===== config.mk =====
export PLATFORM = sky130hd
export DESIGN_NAME = spi_fram_access_sequencer
export DESIGN_NICKNAME = d
export VERILOG_FILES = /design/src/rtl/core/spifas_pkg.sv /design/src/rtl/core/spifas_frame_byte.sv /design/src/rtl/core/spi_fram_access_sequencer.sv
export SDC_FILE = /design/constraint.sdc
export NUM_CORES = 1
export LEC_CHECK = 0
export BUFFER_PORTS_ARGS = -buffer_cell sky130_fd_sc_hd__buf_2
export CORE_MARGIN = 4
export CORE_UTILIZATION = 45
export DETAILED_ROUTE_END_ITERATION = 6
export SLEW_MARGIN = 30
export SYNTH_ARGS = -nofsm -noshare
export SYNTH_HDL_FRONTEND = slang
export SYNTH_SLANG_ARGS = --single-unit

===== constraint.sdc =====
create_clock -name aclk -period 2.6 [get_ports aclk]
set_input_delay 0.26 -clock aclk [delete_from_list [all_inputs] [get_ports aclk]]
set_output_delay 0.26 -clock aclk [all_outputs]
set_load 0.02 [all_outputs]

===== src/rtl/core/spifas_pkg.sv =====
`timescale 1ns / 1ps
// ----------------------------------------------------------------------------
// spifas_pkg
// Shared types and command codes for the SPI FRAM access sequencer.
// ----------------------------------------------------------------------------
package spifas_pkg;

    // serial memory opcodes
    localparam logic [7:0] CMD_WRITE_ENABLE  = 8'h06;
    localparam logic [7:0] CMD_WRITE_DISABLE = 8'h04;
    localparam logic [7:0] CMD_READ          = 8'h03;
    localparam logic [7:0] CMD_WRITE         = 8'h02;

    // request codes on the mode field
    localparam logic [1:0] MODE_NONE  = 2'd0;
    localparam logic [1:0] MODE_READ  = 2'd1;
    localparam logic [1:0] MODE_WRITE = 2'd2;

    typedef struct packed {
        logic [1:0]  mode;
        logic        byte_mode;
        logic [15:0] address;
        logic [15:0] write_data;
        logic        miso;
    } spifas_in_t;

    typedef struct packed {
        logic        chip_select;
        logic        sclk;
        logic        mosi;
        logic        busy_res;
        logic        done_res;
        logic [15:0] read_data;
        logic        write_skipped;
    } spifas_out_t;

    // which frame is on the bus and which byte of it is due
    typedef struct packed {
        logic       wren;
        logic       wrdi;
        logic       rd;
        logic [2:0] idx;
        logic       byte_mode;
    } spifas_frame_sel_t;

endpackage


===== src/rtl/core/spifas_frame_byte.sv =====
`timescale 1ns / 1ps
// ----------------------------------------------------------------------------
// spifas_frame_byte
// Selects the byte to transmit for a given frame and byte position.
// ----------------------------------------------------------------------------
module spifas_frame_byte (
    input  spifas_pkg::spifas_frame_sel_t sel,
    input  logic [15:0]                   address,
    input  logic [15:0]                   data,
    output logic [7:0]                    tx_byte
);
    import spifas_pkg::*;

    always_comb begin
        if (sel.wren) begin
            tx_byte = CMD_WRITE_ENABLE;
        end else if (sel.wrdi) begin
            tx_byte = CMD_WRITE_DISABLE;
        end else begin
            case (sel.idx)
                3'd0:    tx_byte = sel.rd ? CMD_READ : CMD_WRITE;
                3'd1:    tx_byte = address[15:8];
                3'd2:    tx_byte = address[7:0];
                3'd3:    tx_byte = sel.byte_mode ? data[7:0] : data[15:8];
                default: tx_byte = data[7:0];
            endcase
        end
    end

endmodule


===== src/rtl/core/spi_fram_access_sequencer.sv =====
`timescale 1ns / 1ps
// ----------------------------------------------------------------------------
// spi_fram_access_sequencer
// SPI mode-0 master serving read and compare-before-write requests to a FRAM.
// ----------------------------------------------------------------------------
// Each input transaction is one serial clock phase (tick) and yields exactly
// one result transaction carrying the bus levels and status for that tick.
// The sequencer takes one transaction per clock cycle; its state and the
// result register update together, so throughput is set only by m_ready.
// A read covers the accept tick, the READ command and two address bytes, the
// data bytes received and a gap tick; a write that is not skipped adds the
// WREN, WRITE and WRDI frames, each followed by a tick with chip select low.
// The mode field is looked at only while the sequencer is idle.
// ----------------------------------------------------------------------------
module spi_fram_access_sequencer (
    input  logic                     aclk,
    input  logic                     aresetn,
    input  logic                     s_valid,
    output logic                     s_ready,
    input  spifas_pkg::spifas_in_t   s_data,
    output logic                     m_valid,
    input  logic                     m_ready,
    output spifas_pkg::spifas_out_t  m_data
);
    import spifas_pkg::*;

    typedef enum logic [3:0] {
        ST_IDLE      = 4'd0,
        ST_RD_SEND   = 4'd1,
        ST_RD_RECV   = 4'd2,
        ST_RD_GAP    = 4'd3,
        ST_WREN_SEND = 4'd4,
        ST_WREN_GAP  = 4'd5,
        ST_WR_SEND   = 4'd6,
        ST_WR_GAP    = 4'd7,
        ST_WRDI_SEND = 4'd8,
        ST_WRDI_GAP  = 4'd9
    } step_t;

    step_t       step_reg, step_next;
    logic        phase_reg, phase_next;
    logic [2:0]  bit_cnt_reg, bit_cnt_next;
    logic [2:0]  byte_cnt_reg, byte_cnt_next;
    logic [7:0]  shift_reg, shift_next;
    logic [15:0] addr_reg, addr_next;
    logic [15:0] data_reg, data_next;
    logic        byte_mode_reg, byte_mode_next;
    logic        is_write_reg, is_write_next;
    logic [15:0] capt_reg, capt_next;
    logic        m_valid_reg;
    spifas_out_t m_data_reg, res;

    spifas_frame_sel_t frame_sel;
    logic [7:0]        tx_byte;
    logic [2:0]        frame_len;
    logic [2:0]        bit_inc;
    logic [2:0]        byte_inc;
    logic [7:0]        tx_shift;
    logic              accept;

    assign s_ready = !m_valid_reg || m_ready;
    assign accept  = s_valid && s_ready;
    assign m_valid = m_valid_reg;
    assign m_data  = m_data_reg;

    assign frame_sel.wren      = (step_reg == ST_WREN_SEND);
    assign frame_sel.wrdi      = (step_reg == ST_WRDI_SEND);
    assign frame_sel.rd        = (step_reg == ST_RD_SEND);
    assign frame_sel.idx       = byte_cnt_reg;
    assign frame_sel.byte_mode = byte_mode_reg;

    spifas_frame_byte u_frame_byte (
        .sel     (frame_sel),
        .address (addr_reg),
        .data    (data_reg),
        .tx_byte (tx_byte)
    );

    assign bit_inc  = bit_cnt_reg + 3'd1;
    assign byte_inc = byte_cnt_reg + 3'd1;
    assign tx_shift = (bit_cnt_reg == 3'd0) ? tx_byte : shift_reg;

    always_comb begin
        unique case (step_reg)
            ST_RD_SEND: frame_len = 3'd3;
            ST_WR_SEND: frame_len = byte_mode_reg ? 3'd4 : 3'd5;
            default:    frame_len = 3'd1;
        endcase
    end

    always_comb begin
        step_next      = step_reg;
        phase_next     = phase_reg;
        bit_cnt_next   = bit_cnt_reg;
        byte_cnt_next  = byte_cnt_reg;
        shift_next     = shift_reg;
        addr_next      = addr_reg;
        data_next      = data_reg;
        byte_mode_next = byte_mode_reg;
        is_write_next  = is_write_reg;
        capt_next      = capt_reg;
        res            = '0;

        unique case (step_reg)
            ST_IDLE: begin
                if (s_data.mode == MODE_READ || s_data.mode == MODE_WRITE) begin
                    byte_mode_next = s_data.byte_mode;
                    addr_next      = s_data.byte_mode ? s_data.address
                                                      : {s_data.address[14:0], 1'b0};
                    data_next      = s_data.write_data;
                    is_write_next  = (s_data.mode == MODE_WRITE);
                    capt_next      = '0;
                    shift_next     = '0;
                    phase_next     = 1'b0;
                    bit_cnt_next   = '0;
                    byte_cnt_next  = '0;
                    step_next      = ST_RD_SEND;
                    res.busy_res   = 1'b1;
                end
            end
            ST_RD_SEND, ST_WREN_SEND, ST_WR_SEND, ST_WRDI_SEND: begin
                res.busy_res    = 1'b1;
                res.chip_select = 1'b1;
                if (!phase_reg) begin
                    shift_next = tx_shift;
                    res.mosi   = tx_shift[7];
                    phase_next = 1'b1;
                end else begin
                    res.mosi     = shift_reg[7];
                    res.sclk     = 1'b1;
                    shift_next   = {shift_reg[6:0], 1'b0};
                    phase_next   = 1'b0;
                    bit_cnt_next = bit_inc;
                    if (bit_inc == 3'd0) begin
                        byte_cnt_next = byte_inc;
                        if (byte_inc >= frame_len) begin
                            byte_cnt_next = '0;
                            unique case (step_reg)
                                ST_RD_SEND:   step_next = ST_RD_RECV;
                                ST_WREN_SEND: step_next = ST_WREN_GAP;
                                ST_WR_SEND:   step_next = ST_WR_GAP;
                                default:      step_next = ST_WRDI_GAP;
                            endcase
                        end
                    end
                end
            end
            ST_RD_RECV: begin
                res.busy_res    = 1'b1;
                res.chip_select = 1'b1;
                if (!phase_reg) begin
                    // sample on the low phase
                    shift_next = {shift_reg[6:0], s_data.miso};
                    phase_next = 1'b1;
                end else begin
                    res.sclk     = 1'b1;
                    phase_next   = 1'b0;
                    bit_cnt_next = bit_inc;
                    if (bit_inc == 3'd0) begin
                        capt_next     = {capt_reg[7:0], shift_reg};
                        byte_cnt_next = byte_inc;
                        if (byte_inc >= (byte_mode_reg ? 3'd1 : 3'd2)) begin
                            byte_cnt_next = '0;
                            step_next     = ST_RD_GAP;
                        end
                    end
                end
            end
            ST_RD_GAP: begin
                if (!is_write_reg) begin
                    res.done_res  = 1'b1;
                    res.read_data = capt_reg;
                    step_next     = ST_IDLE;
                end else if (capt_reg == data_reg) begin
                    // value already there, no write needed
                    res.done_res      = 1'b1;
                    res.write_skipped = 1'b1;
                    step_next         = ST_IDLE;
                end else begin
                    res.busy_res = 1'b1;
                    step_next    = ST_WREN_SEND;
                end
            end
            ST_WREN_GAP: begin
                res.busy_res = 1'b1;
                step_next    = ST_WR_SEND;
            end
            ST_WR_GAP: begin
                res.busy_res = 1'b1;
                step_next    = ST_WRDI_SEND;
            end
            ST_WRDI_GAP: begin
                res.done_res = 1'b1;
                step_next    = ST_IDLE;
            end
            default: begin
                step_next     = ST_IDLE;
                phase_next    = 1'b0;
                bit_cnt_next  = '0;
                byte_cnt_next = '0;
            end
        endcase
    end

    always_ff @(posedge aclk) begin
        if (!aresetn) begin
            step_reg      <= ST_IDLE;
            phase_reg     <= 1'b0;
            bit_cnt_reg   <= '0;
            byte_cnt_reg  <= '0;
            shift_reg     <= '0;
            addr_reg      <= '0;
            data_reg      <= '0;
            byte_mode_reg <= 1'b0;
            is_write_reg  <= 1'b0;
            capt_reg      <= '0;
            m_valid_reg   <= 1'b0;
        end else begin
            if (accept) begin
                step_reg      <= step_next;
                phase_reg     <= phase_next;
                bit_cnt_reg   <= bit_cnt_next;
                byte_cnt_reg  <= byte_cnt_next;
                shift_reg     <= shift_next;
                addr_reg      <= addr_next;
                data_reg      <= data_next;
                byte_mode_reg <= byte_mode_next;
                is_write_reg  <= is_write_next;
                capt_reg      <= capt_next;
                m_data_reg    <= res;
                m_valid_reg   <= 1'b1;
            end else if (m_ready) begin
                m_valid_reg <= 1'b0;
            end
        end
    end

endmodule


==> impl_metrics.csv, run 1 <==
group,metric,value,unit
critical_path,path_depth,7,
critical_path,r2r_start,"step_reg[0]$_SDFFE_PN0P_",
placement,io_buffer_count,63,
routing,routed_wl,11.03,mm
critical_path,cp_slowest_stage_delay,530,ps
synth,synth_edf_count,22,
floorplanning,die-area,12060,um^2
synth,synth_cells,504,
synth,syn_area_per_cell,9.255,um^2
critical_path,cp_slowest_cell,"or4b_4",
critical_path,worstSetupEndpoint,"step_reg[0]$_SDFFE_PN0P_",
layout,syn_to_final_growth,12.47,%
pwr,combPwrFrac,0.288,
pwr,p_per_area,702.3,nW/um^2
floorplanning,start_util,0.4686,
sta,fin_crit_sh,0.9174,
critical_path,arrival,2680,ps
flow_run,drv_cap,0,
layout,final_nets,608,
pwr,switching_share,0.3597,
sta,skew,18.19,ps
worst_hold_path,worstHoldPathCells,3,
floorplanning,pin_count,64,
synth,syn_area,4664,um^2
routing,vias,3814,
critical_path,end_kind,"register",
critical_path,ff2ff_setup_slack,210,ps
pwr,p_seq_frac,0.462,
sta,tightest_slew,740.4,ps
placement,place.gp.congestion,0.8273,
pwr,power,3.684,mW
critical_path,cp_top_family,"simple AND/OR/NAND/NOR gates",
grt,overflow,0,
layout,layout-drive-gt1-share,0.2039,
cts,clock_sinks,92,
critical_path,crit_path_cell_trace,"or4b_4 > ha_1 > o21ai_0 > o21bai_1 > o2bb2ai_4 > nor3_1 > mux2i_1",
cts,clockBufferDepth,2,
sta,finalSetupViolations,0,
floorplanning,die_h,109.8,um
cts,h-tree-depth,3,
cts,cts_resized,0,
critical_path,required,2890,ps
sta,fmax,419.2,MHz
synth,ys_warn_count,0,
cts,cts_buffers,9,
layout,final_cell_mix,"70 x nand2_1, 70 x dfxtp_1, 63 x buf_2",
grt,grt_max_degree,58,
floorplanning,fp.dieW,109.8,um
critical_path,critPathMaxFanout,8,
synth,yosys.area.top_type_share,0.3004,
floorplanning,fp-row-count,36,
pwr,peakVddDrop,0.3357,mV
layout,num_antenna_cells,0,
sta,rsz0062_at_grt,"false",
run_status,outcome,"complete, no violations",
cts,hold_buffers,0,
critical_path,crit_start,"step_reg[0]$_SDFFE_PN0P_",
layout,regArea,2062,um^2
critical_path,crit_path_start_kind,"register",
synth,yosysUniqueCellTypes,64,
routing,wl_per_cell,15.94,um
cts,clk_latency,360,ps
floorplanning,core-area,9955,um^2
cts,path_clk_slew,100,ps
synth,async_flop_share,0,
sta,maxSlewViolCount,0,
cts,cts_tree,"done",
layout,multiInputGateArea,2390,um^2
pwr,p_leak,2.070,nW
routing,drc_errors,0,
synth,syn_nets,558,
routing,viasPerCell,5.512,
critical_path,path_buf_inv,0,
critical_path,reg2reg_depth,7,
placement,dp_hpwl,8.211,mm
sta,hold_viol_final,0,
routing,firstDrtPassIters,5,
sta,totalNegativeSetupSlack,0,ps
synth,synth_area_leaders,"dfxtp_1 30%, edfxtp_1 14%, nand2_1 5.6%",
pwr,clkPwrFrac,0.250,
sta,min_period,2385,ps
pwr,intPower,2.359,mW
worst_hold_path,hold_path_class,"in -> reg",
grt,grt_pass1_vias,3638,
grt,antenna_found_initial,0,
synth,synth_top_area_cell,"dfxtp_1",
sta,max_slew_margin,0.5054,
pwr,p_switching,1.325,mW
synth,synthFlopType,"dfxtp_1",
grt,grt_pass1_wl,18.09,mm
critical_path,reg2reg_to,"step_reg[0]$_SDFFE_PN0P_",
layout,largest_reg_flops,22,
synth,ys_ff_latch,92,
critical_path,criticalPathCategory,"reg -> reg",
routing,ant_nets,0,
cts,post_cts_buffers,0,
routing,drt_iter0_drc,288,
grt,track_usage,0.1893,
layout,fill_cells,934,
synth,ys_seq_area_frac,0.4421,
cts,cts_root_buf,"clkbuf_8",
## tightest hold or removal path, stage by stage
cell and delay (ps):
buf_2 90, nand2_1 40, a21oi_1 50
## synth_stat cells, types with 13 or more instances
cell	number
dfxtp_1	70
nand2_1	70
a21oi_1	46
nand3_1	28
nor2_1	26
edfxtp_1	22
and2_1	19
mux2i_1	19
a211oi_1	18
clkbuf_1	18
xor2_1	17
ha_1	14
inv_1	13
## cell families (layout without fill, tap and decap cells)
kind of cell,after synthesis,in the layout,share of synthesized area
xor+xnor,18,18,0.03380
compound gates,133,133,0.2028
flops,92,92,0.4421
mux,19,19,0.04077
buf+inv,47,102,0.04667
simple gates,181,181,0.1963
fa+ha+maj,14,14,0.03755
## power by group through the flow
| stage | logic (mW) | clock network [mW] | registers [mW] |
|---|---|---|---|
| finish | 1.06 | 0.920 | 1.70 |
| floorplan | 0.807 | 0 | 1.72 |
| global route | 1.17 | 0.992 | 1.72 |
| global placement | 1.04 | 0 | 1.73 |
| CTS | 1.06 | 0.937 | 1.70 |
| detailed placement | 1.05 | 0 | 1.74 |
## through the flow
step | area, um^2 | hold slack (ps) | std cells | setup slack [ps] | util
after global placement | 5057 | 446.1 | 676 | 317.4 | 0.5080
after CTS | 5246 | 116.2 | 692 | 213.5 | 0.5270
final | 5246 | 128.1 | 692 | 214.7 | 0.5270
after floorplan | 4664 | 389.5 | 504 | 343.0 | -
after detailed placement | 5057 | 454.7 | 676 | 231.6 | 0.5080
after global routing | 5246 | 118.0 | 692 | 73.86 | 0.5270
## metal layers
metal	wire length, um	GRT usage
met5	0	0
met1	5301	0.2712
met3	606	0.03699
met2	4960	0.2907
met4	160	0.05076
## layout make-up
type	count	share of cell area
clock inverters	7	0.01240
flip-flops and latches	92	0.3930
multi-input cells	365	0.4555
well taps	133	0.03172
inverters	13	0.009301
repair buffers	73	0.07441
clock buffers	9	0.02361
## worst min path at each step
stage	start	endpoint
3_3_place_gp	addr_reg[0]$_SDFFE_PN0P_	addr_reg[0]$_SDFFE_PN0P_
5_1_grt	s_data[5]	data_reg[4]$_SDFFE_PN0P_
3_5_place_dp	addr_reg[0]$_SDFFE_PN0P_	addr_reg[0]$_SDFFE_PN0P_
4_1_cts	s_data[6]	data_reg[5]$_SDFFE_PN0P_
2_1_floorplan	s_valid	m_valid$_SDFFE_PN0P_
6_report	s_data[6]	data_reg[5]$_SDFFE_PN0P_
No activity file was read; power rests on OpenSTA's default activity.
==> run 2: changes to the inputs <==
- GPL_TIMING_DRIVEN: unset -> 0
==> impl_metrics.csv, run 2 (synthesized netlist as in run 1, its figures left out) <==
group,metric,value,unit
layout,fin_util,0.5373,
placement,dp_hpwl,9.232,mm
sta,fmax,402.3,MHz
sta,rsz0062_at_grt,"false",
floorplanning,fp-row-count,36,
worst_hold_path,hold_path_class,"in -> reg",
cts,clockBufferDepth,2,
layout,largest_reg_flops,22,
run_status,outcome,"complete, no violations",
routing,vias,3997,
sta,tightest_slew,738.7,ps
layout,regArea,2062,um^2
placement,place.gp.congestion,0.8935,
sta,max_slew_margin,0.5075,
grt,overflow,0,
layout,num_antenna_cells,0,
flow_run,drv_cap,0,
pwr,p_per_area,696.8,nW/um^2
grt,antenna_found_initial,0,
sta,fin_crit_sh,0.9561,
layout,fill_cells,949,
sta,hold_viol_final,0,
routing,routed_wl,12.02,mm
critical_path,r2r_start,"byte_cnt_reg[2]$_SDFFE_PN0P_",
pwr,power,3.727,mW
critical_path,crit_path_start_kind,"register",
routing,drt_iter0_drc,280,
grt,track_usage,0.2070,
cts,h-tree-depth,3,
sta,totalNegativeSetupSlack,0,ps
routing,ant_nets,0,
pwr,p_leak,2.120,nW
critical_path,end_kind,"register",
cts,cts_root_buf,"clkbuf_8",
sta,maxSlewViolCount,0,
placement,preCtsSetupSlack,153.9,ps
layout,stdcell_count,716,
layout,final_common_cell,"buf_2",
sta,whs,127.0,ps
routing,wl_per_cell,16.78,um
critical_path,criticalPathCategory,"reg -> reg",
layout,syn_to_final_growth,14.67,%
pwr,peakVddDrop,0.2389,mV
floorplanning,core-area,9955,um^2
floorplanning,fp.dieW,109.8,um
layout,final_nets,632,
grt,grt_max_degree,17,
cts,clk_latency,360,ps
sta,skew,14.90,ps
routing,viasPerCell,5.582,
placement,io_buffer_count,62,
grt,grt_pass1_wl,19.32,mm
critical_path,crit_start,"byte_cnt_reg[2]$_SDFFE_PN0P_",
layout,final_cell_mix,"71 x buf_2, 70 x nand2_1, 70 x dfxtp_1",
placement,placed_area,5155,um^2
layout,layout-drive-gt1-share,0.2007,
sta,finalSetupViolations,0,
cts,clock_sinks,92,
floorplanning,start_util,0.4686,
critical_path,worstSetupEndpoint,"m_data[19]$_SDFFCE_PP0P_",
floorplanning,die-area,12060,um^2
floorplanning,pin_count,64,
critical_path,critPathMaxFanout,9,
critical_path,required,2710,ps
floorplanning,die_h,109.8,um
sta,setup_ws,114.2,ps
critical_path,ff2ff_setup_slack,110,ps
critical_path,reg2reg_depth,8,
cts,cts_buffers,9,
routing,drc_errors,0,
critical_path,reg2reg_to,"m_data[19]$_SDFFCE_PP0P_",
critical_path,arrival,2590,ps
layout,finalInstanceArea,5349,um^2
sta,min_period,2486,ps
cts,hold_buffers,0,
cts,path_clk_slew,90,ps
routing,firstDrtPassIters,5,
grt,grt_pass1_vias,3819,
cts,cts_tree,"done",
layout,multiInputGateArea,2395,um^2
placement,place_inst,700,
## run 2: repair_timing
item,4_1_cts,5_1_grt
buffers inserted,0,0
endpoints found under the setup margin,0,1
resized for setup,0,1
## run 2: worst min-delay path by stage
stage,startpoint,to,cells after the start
2_1_floorplan,s_valid,m_valid$_SDFFE_PN0P_,2
3_3_place_gp,addr_reg[0]$_SDFFE_PN0P_,addr_reg[0]$_SDFFE_PN0P_,2
3_5_place_dp,addr_reg[0]$_SDFFE_PN0P_,addr_reg[0]$_SDFFE_PN0P_,2
4_1_cts,s_data[4],data_reg[3]$_SDFFE_PN0P_,3
5_1_grt,s_data[4],data_reg[3]$_SDFFE_PN0P_,3
6_report,s_data[2],data_reg[1]$_SDFFE_PN0P_,3
## run 2: report_power, final
group / internal (mW) / switching (mW)
Clock: 0.408 / 0.512
Sequential: 1.59 / 0.100
Combinational: 0.418 / 0.695
Total: 2.42 / 1.31
## run 2: area by class of cell
type	count	share of cell area
Tap cell	133	0.03111
Multi-Input combinational cell	365	0.4477
Clock inverter	4	0.005848
Sequential cell	92	0.3855
Buffer	34	0.03158
Inverter	13	0.009123
Timing Repair Buffer	63	0.06012
Clock buffer	12	0.02901
## run 2: layer usage
metal,vias up,global-route usage,part of all wire
li1,1974,-,-
met1,1863,0.2894,0.47
met2,146,0.3302,0.45
met3,14,0.02525,0.061
met4,0,0.07035,0.015
met5,-,0,0
## run 2: critical path: stages (launching register included)
cell and delay (ps):
dfxtp_1 370, inv_1 250, ha_1 220, nor2b_1 130
clkbuf_1 450, a21oi_4 130, a221o_1 380, a22oi_1 230
nor2_1 90
